==> config.mk <==
export PLATFORM = sky130hd
export DESIGN_NAME = ugni_ram
export DESIGN_NICKNAME = d
export VERILOG_FILES = /design/src/rtl/core/assert_macros.svh /design/src/rtl/core/ugni_ram.sv
export SDC_FILE = /design/constraint.sdc
export NUM_CORES = 1
export LEC_CHECK = 0
export BUFFER_PORTS_ARGS = -buffer_cell sky130_fd_sc_hd__buf_4
export CORE_MARGIN = 1.5
export CORE_UTILIZATION = 55
export DETAILED_ROUTE_END_ITERATION = 10
export PLACE_DENSITY = 0.67
export REMOVE_ABC_BUFFERS = 1
export SETUP_SLACK_MARGIN = 0.4
export SLEW_MARGIN = 20
export SYNTH_ARGS = -nofsm -noshare
export SYNTH_HDL_FRONTEND = slang
export SYNTH_SLANG_ARGS = --single-unit
export TNS_END_PERCENT = 20
==> constraint.sdc <==
create_clock -name clk -period 2.9 [get_ports clk]
set_clock_uncertainty 0.2 [all_clocks]
set_input_delay 0.58 -clock clk [delete_from_list [all_inputs] [get_ports clk]]
set_output_delay 0.58 -clock clk [all_outputs]
set_load 0.03 [all_outputs]
==> src/rtl/core/assert_macros.svh <==
// Assertion helpers for the grid index.
`ifndef ASSERT_MACROS_SVH
`define ASSERT_MACROS_SVH

// Check on every clock edge outside reset.
`define ASSERT_CLK(label, prop, msg) \
	label: assert property (@(posedge clk) disable iff (!arst_n) (prop)) else $error(msg);

// Check on every clock edge, reset included.
`define ASSERT_ALWAYS(label, prop, msg) \
	label: assert property (@(posedge clk) (prop)) else $error(msg);

`endif

==> src/rtl/core/ugni_ram.sv <==
`default_nettype none
module ugni_ram #(
	parameter int WIDTH = 8,
	parameter int DEPTH = 64
) (
	input  wire logic                     clk,
	input  wire logic                     we,
	input  wire logic [$clog2(DEPTH)-1:0] waddr,
	input  wire logic [WIDTH-1:0]         wdata,
	input  wire logic [$clog2(DEPTH)-1:0] raddr,
	output logic      [WIDTH-1:0]         rdata
);
	logic [WIDTH-1:0] mem [DEPTH];

	always_ff @(posedge clk) begin
		if (we) begin
			mem[waddr] <= wdata;
		end
		rdata <= mem[raddr];
	end
endmodule
`default_nettype wire

==> flow_summary.json <==
{
  "firstDrtPassIters": 5,
  "path_clk_slew_ps": 60,
  "fp.dieH_um": 194,
  "route.detailed.drc": 0,
  "slew_headroom": 0.501,
  "drv_cap": 0,
  "ys_ff_latch": 520,
  "wirelength_mm": 44.6,
  "avgSynthCellArea_sq_um": 21.5,
  "track_usage": 0.245,
  "finalSetupViolations": 0,
  "min_period_ps": 2390,
  "r2r.worst_path.cells": 4,
  "first_iter_violations": 1042,
  "cp-start-kind": "input port",
  "core_sq_mm": 0.0358,
  "r2r-end": "rdata[2]",
  "die_width_um": 194,
  "grt_pass1_vias": 9950,
  "final_antenna_net_count": 0,
  "ir_drop_mv": 0.585,
  "cts_buffers": 50,
  "ys_types": 40,
  "r2r-start": "mem[45][2]",
  "crit_arrival_ps": 2650,
  "hold_violations": 0,
  "dr_total_vias": 9873,
  "dr.max_layer_used": "met4",
  "synthToLayoutAreaGrowth_pct": 15.4,
  "cts-htree-levels": 2,
  "r2r_slack_ps": 680,
  "rows": 69,
  "power.density_mw_per_mm2": 682,
  "hold_end": "rdata[0]",
  "fin_setup_tns_ps": 0,
  "clock_path_buffers": 3,
  "drt-met1-wl_mm": 18.4,
  "crit_path_end_kind": "register",
  "cts_sinks": 520,
  "ioPinCount": 30,
  "cts_hold_buf": 0,
  "n_fill_cell": 2333,
  "report.final.slew_viol_count": 0,
  "yosysSeqAreaShare": 0.770,
  "yosys_warnings": 0,
  "path_max_fanout": 17,
  "rsz0062_at_grt": "no",
  "fin_nets": 1105,
  "place_area_sq_mm": 0.0216,
  "outcome": "finished clean",
  "maxClockFrequency_mhz": 418,
  "leakagePower_nw": 7.52,
  "crit_chain": "clkbuf_8 -> buf_12 -> buf_4 -> mux4_2 -> mux4_2 -> o21ai_1 -> o41ai_1",
  "clock_latency_ps": 590,
  "cp_common_cell": "mux4_2",
  "routed-wl-met2_mm": 20.9,
  "cpMaxStageDelayCell": "mux4_2",
  "antenna_found_initial": 0,
  "hold_depth": 3,
  "antenna_cells": 0,
  "portBuffers": 29,
  "holdCritPathClass": "in -> reg",
  "grt_pass1_wl_mm": 66.4,
  "crit_type": "in -> reg",
  "grt_overflow": 0,
  "initial_utilization": 0.563,
  "hpwlAfterDp_mm": 27.6,
  "cts_root_buf": "clkbuf_16",
  "postLayoutCellArea_sq_mm": 0.0233,
  "syn_area_sq_mm": 0.0202,
  "grt_max_degree": 65,
  "wl_met3_mm": 4.06,
  "hp-start": "raddr[5]",
  "p_total_w": 0.0159,
  "cts_tree": "done",
  "routedWlPerCell_um": 28.2,
  "drive_gt1_frac": 0.317,
  "worstPathRequired_ps": 3160,
  "vias_per_cell": 6.23,
  "routabilityCongestion": 0.822,
  "critPathMaxStageDelay_ps": 510,
  "dieArea_sq_mm": 0.0378,
  "syn_inst": 940,
  "tightest_slew_ps": 748,
  "period_share": 0.825
}
==> how the worst max path moves through the flow <==
stage | endpoint | cells after the start | startpoint | slack [ps]
global route | rdata[7] | 8 | raddr[0] | 480
floorplan | rdata[4] | 5 | raddr[0] | 760
global placement | rdata[7] | 7 | raddr[0] | -250
detailed placement | rdata[7] | 7 | raddr[0] | -210
CTS | rdata[7] | 7 | raddr[1] | 410
finish | rdata[5] | 7 | raddr[0] | 510
==> Yosys cell counts (all sizes together) <==
master,instances,area [sq um]
nand3,13,65.1
o2bb2ai,3,26.3
dfxtp,8,160
a2111oi,2,17.5
nand4b,1,8.76
mux2i,23,230
o41ai,2,17.5
and2,1,6.26
nor2,83,312
clkbuf,17,63.8
o221a,2,22.5
nand4,2,12.5
o2111ai,3,26.3
nand2b,7,43.8
o221ai,8,70.1
mux2,13,146
o21a,2,15.0
a221oi,6,52.6
o311ai,1,8.76
a31oi,1,6.26
or3,1,6.26
o32ai,2,17.5
o21ai,4,20.0
nand2,19,71.3
mux4,126,2840
buf,34,253
nor4,2,12.5
nand3b,3,22.5
a211oi,4,30.0
a22oi,3,22.5
a21oi,3,15.0
nor3,7,35.0
nor2b,14,87.6
o22ai,8,50.1
edfxtp,512,15400
==> layer usage <==
layer | GRT usage | up-vias
met1 | 0.359 | 5157
met5 | 0 | -
li1 | - | 4219
met4 | 0.0807 | 0
met3 | 0.0545 | 69
met2 | 0.371 | 428
==> worst max-delay path: cells and delay by family <==
| family | cells | cell delay [ps] |
|---|---|---|
| AO/OA/AOI/OAI | 2 | 440 |
| buffers and inverters | 3 | 600 |
| multiplexers | 2 | 990 |
==> kinds of logic (layout without fill, tap and decap cells) <==
family          count (synthesis)  after routing  synth area share
flops                         520            520             0.770
mux                           162            162             0.159
simple gates                  153            153            0.0339
compound gates                 54             54            0.0207
buf+inv                        51            234            0.0157
==> state kept, by name, summed over array words and instances (netlist names) <==
name	count
mem	512
rdata	8
==> metrics by stage <==
stage | setup slack, ps | hold WS (ps) | cells | utilization
floorplan | 759 | 479 | 889 | -
global placement | -246 | 586 | 1492 | 0.602
detailed placement | -209 | 620 | 1492 | 0.602
CTS | 414 | 131 | 1584 | 0.649
global route | 479 | 160 | 1584 | 0.649
finish | 506 | 161 | 1584 | 0.649
==> timing repair <==
| item | 4_1_cts | 5_1_grt |
|---|---|---|
| endpoints found under the setup margin | 0 | 1 |
| resized for setup | 0 | 1 |
| setup buffers | 0 | 0 |
==> area by class of cell <==
class / count / area, sq um / area share
Clock buffer: 62 / 1360 / 0.0585
Clock inverter: 30 / 330 / 0.0142
Multi-Input combinational cell: 369 / 4320 / 0.185
Sequential cell: 520 / 15500 / 0.668
Tap cell: 461 / 577 / 0.0248
Timing Repair Buffer: 142 / 1150 / 0.0493
==> cell usage in the layout, fill, tap and decap left out, types with 8 or more instances in the layout <==
cell type / count
clkinv_1: 10
mux2_2: 13
o22ai_1: 8
mux2i_1: 23
nand2_1: 19
clkbuf_16: 53
edfxtp_1: 512
clkbuf_1: 9
nor2b_1: 14
nor2_1: 83
mux4_2: 126
dfxtp_1: 8
nand3_1: 13
o221ai_1: 8
buf_4: 135
==> where the power goes <==
part	internal [W]	total [W]	switching [W]	leakage (nW)
Clock	0.00395	0.00667	0.00272	0.815
Sequential	0.00832	0.00835	0.0000319	4.67
Combinational	0.000340	0.000848	0.000508	2.03
Total	0.0126	0.0159	0.00326	7.52
Note: power is estimated with default switching activity, not from simulation.
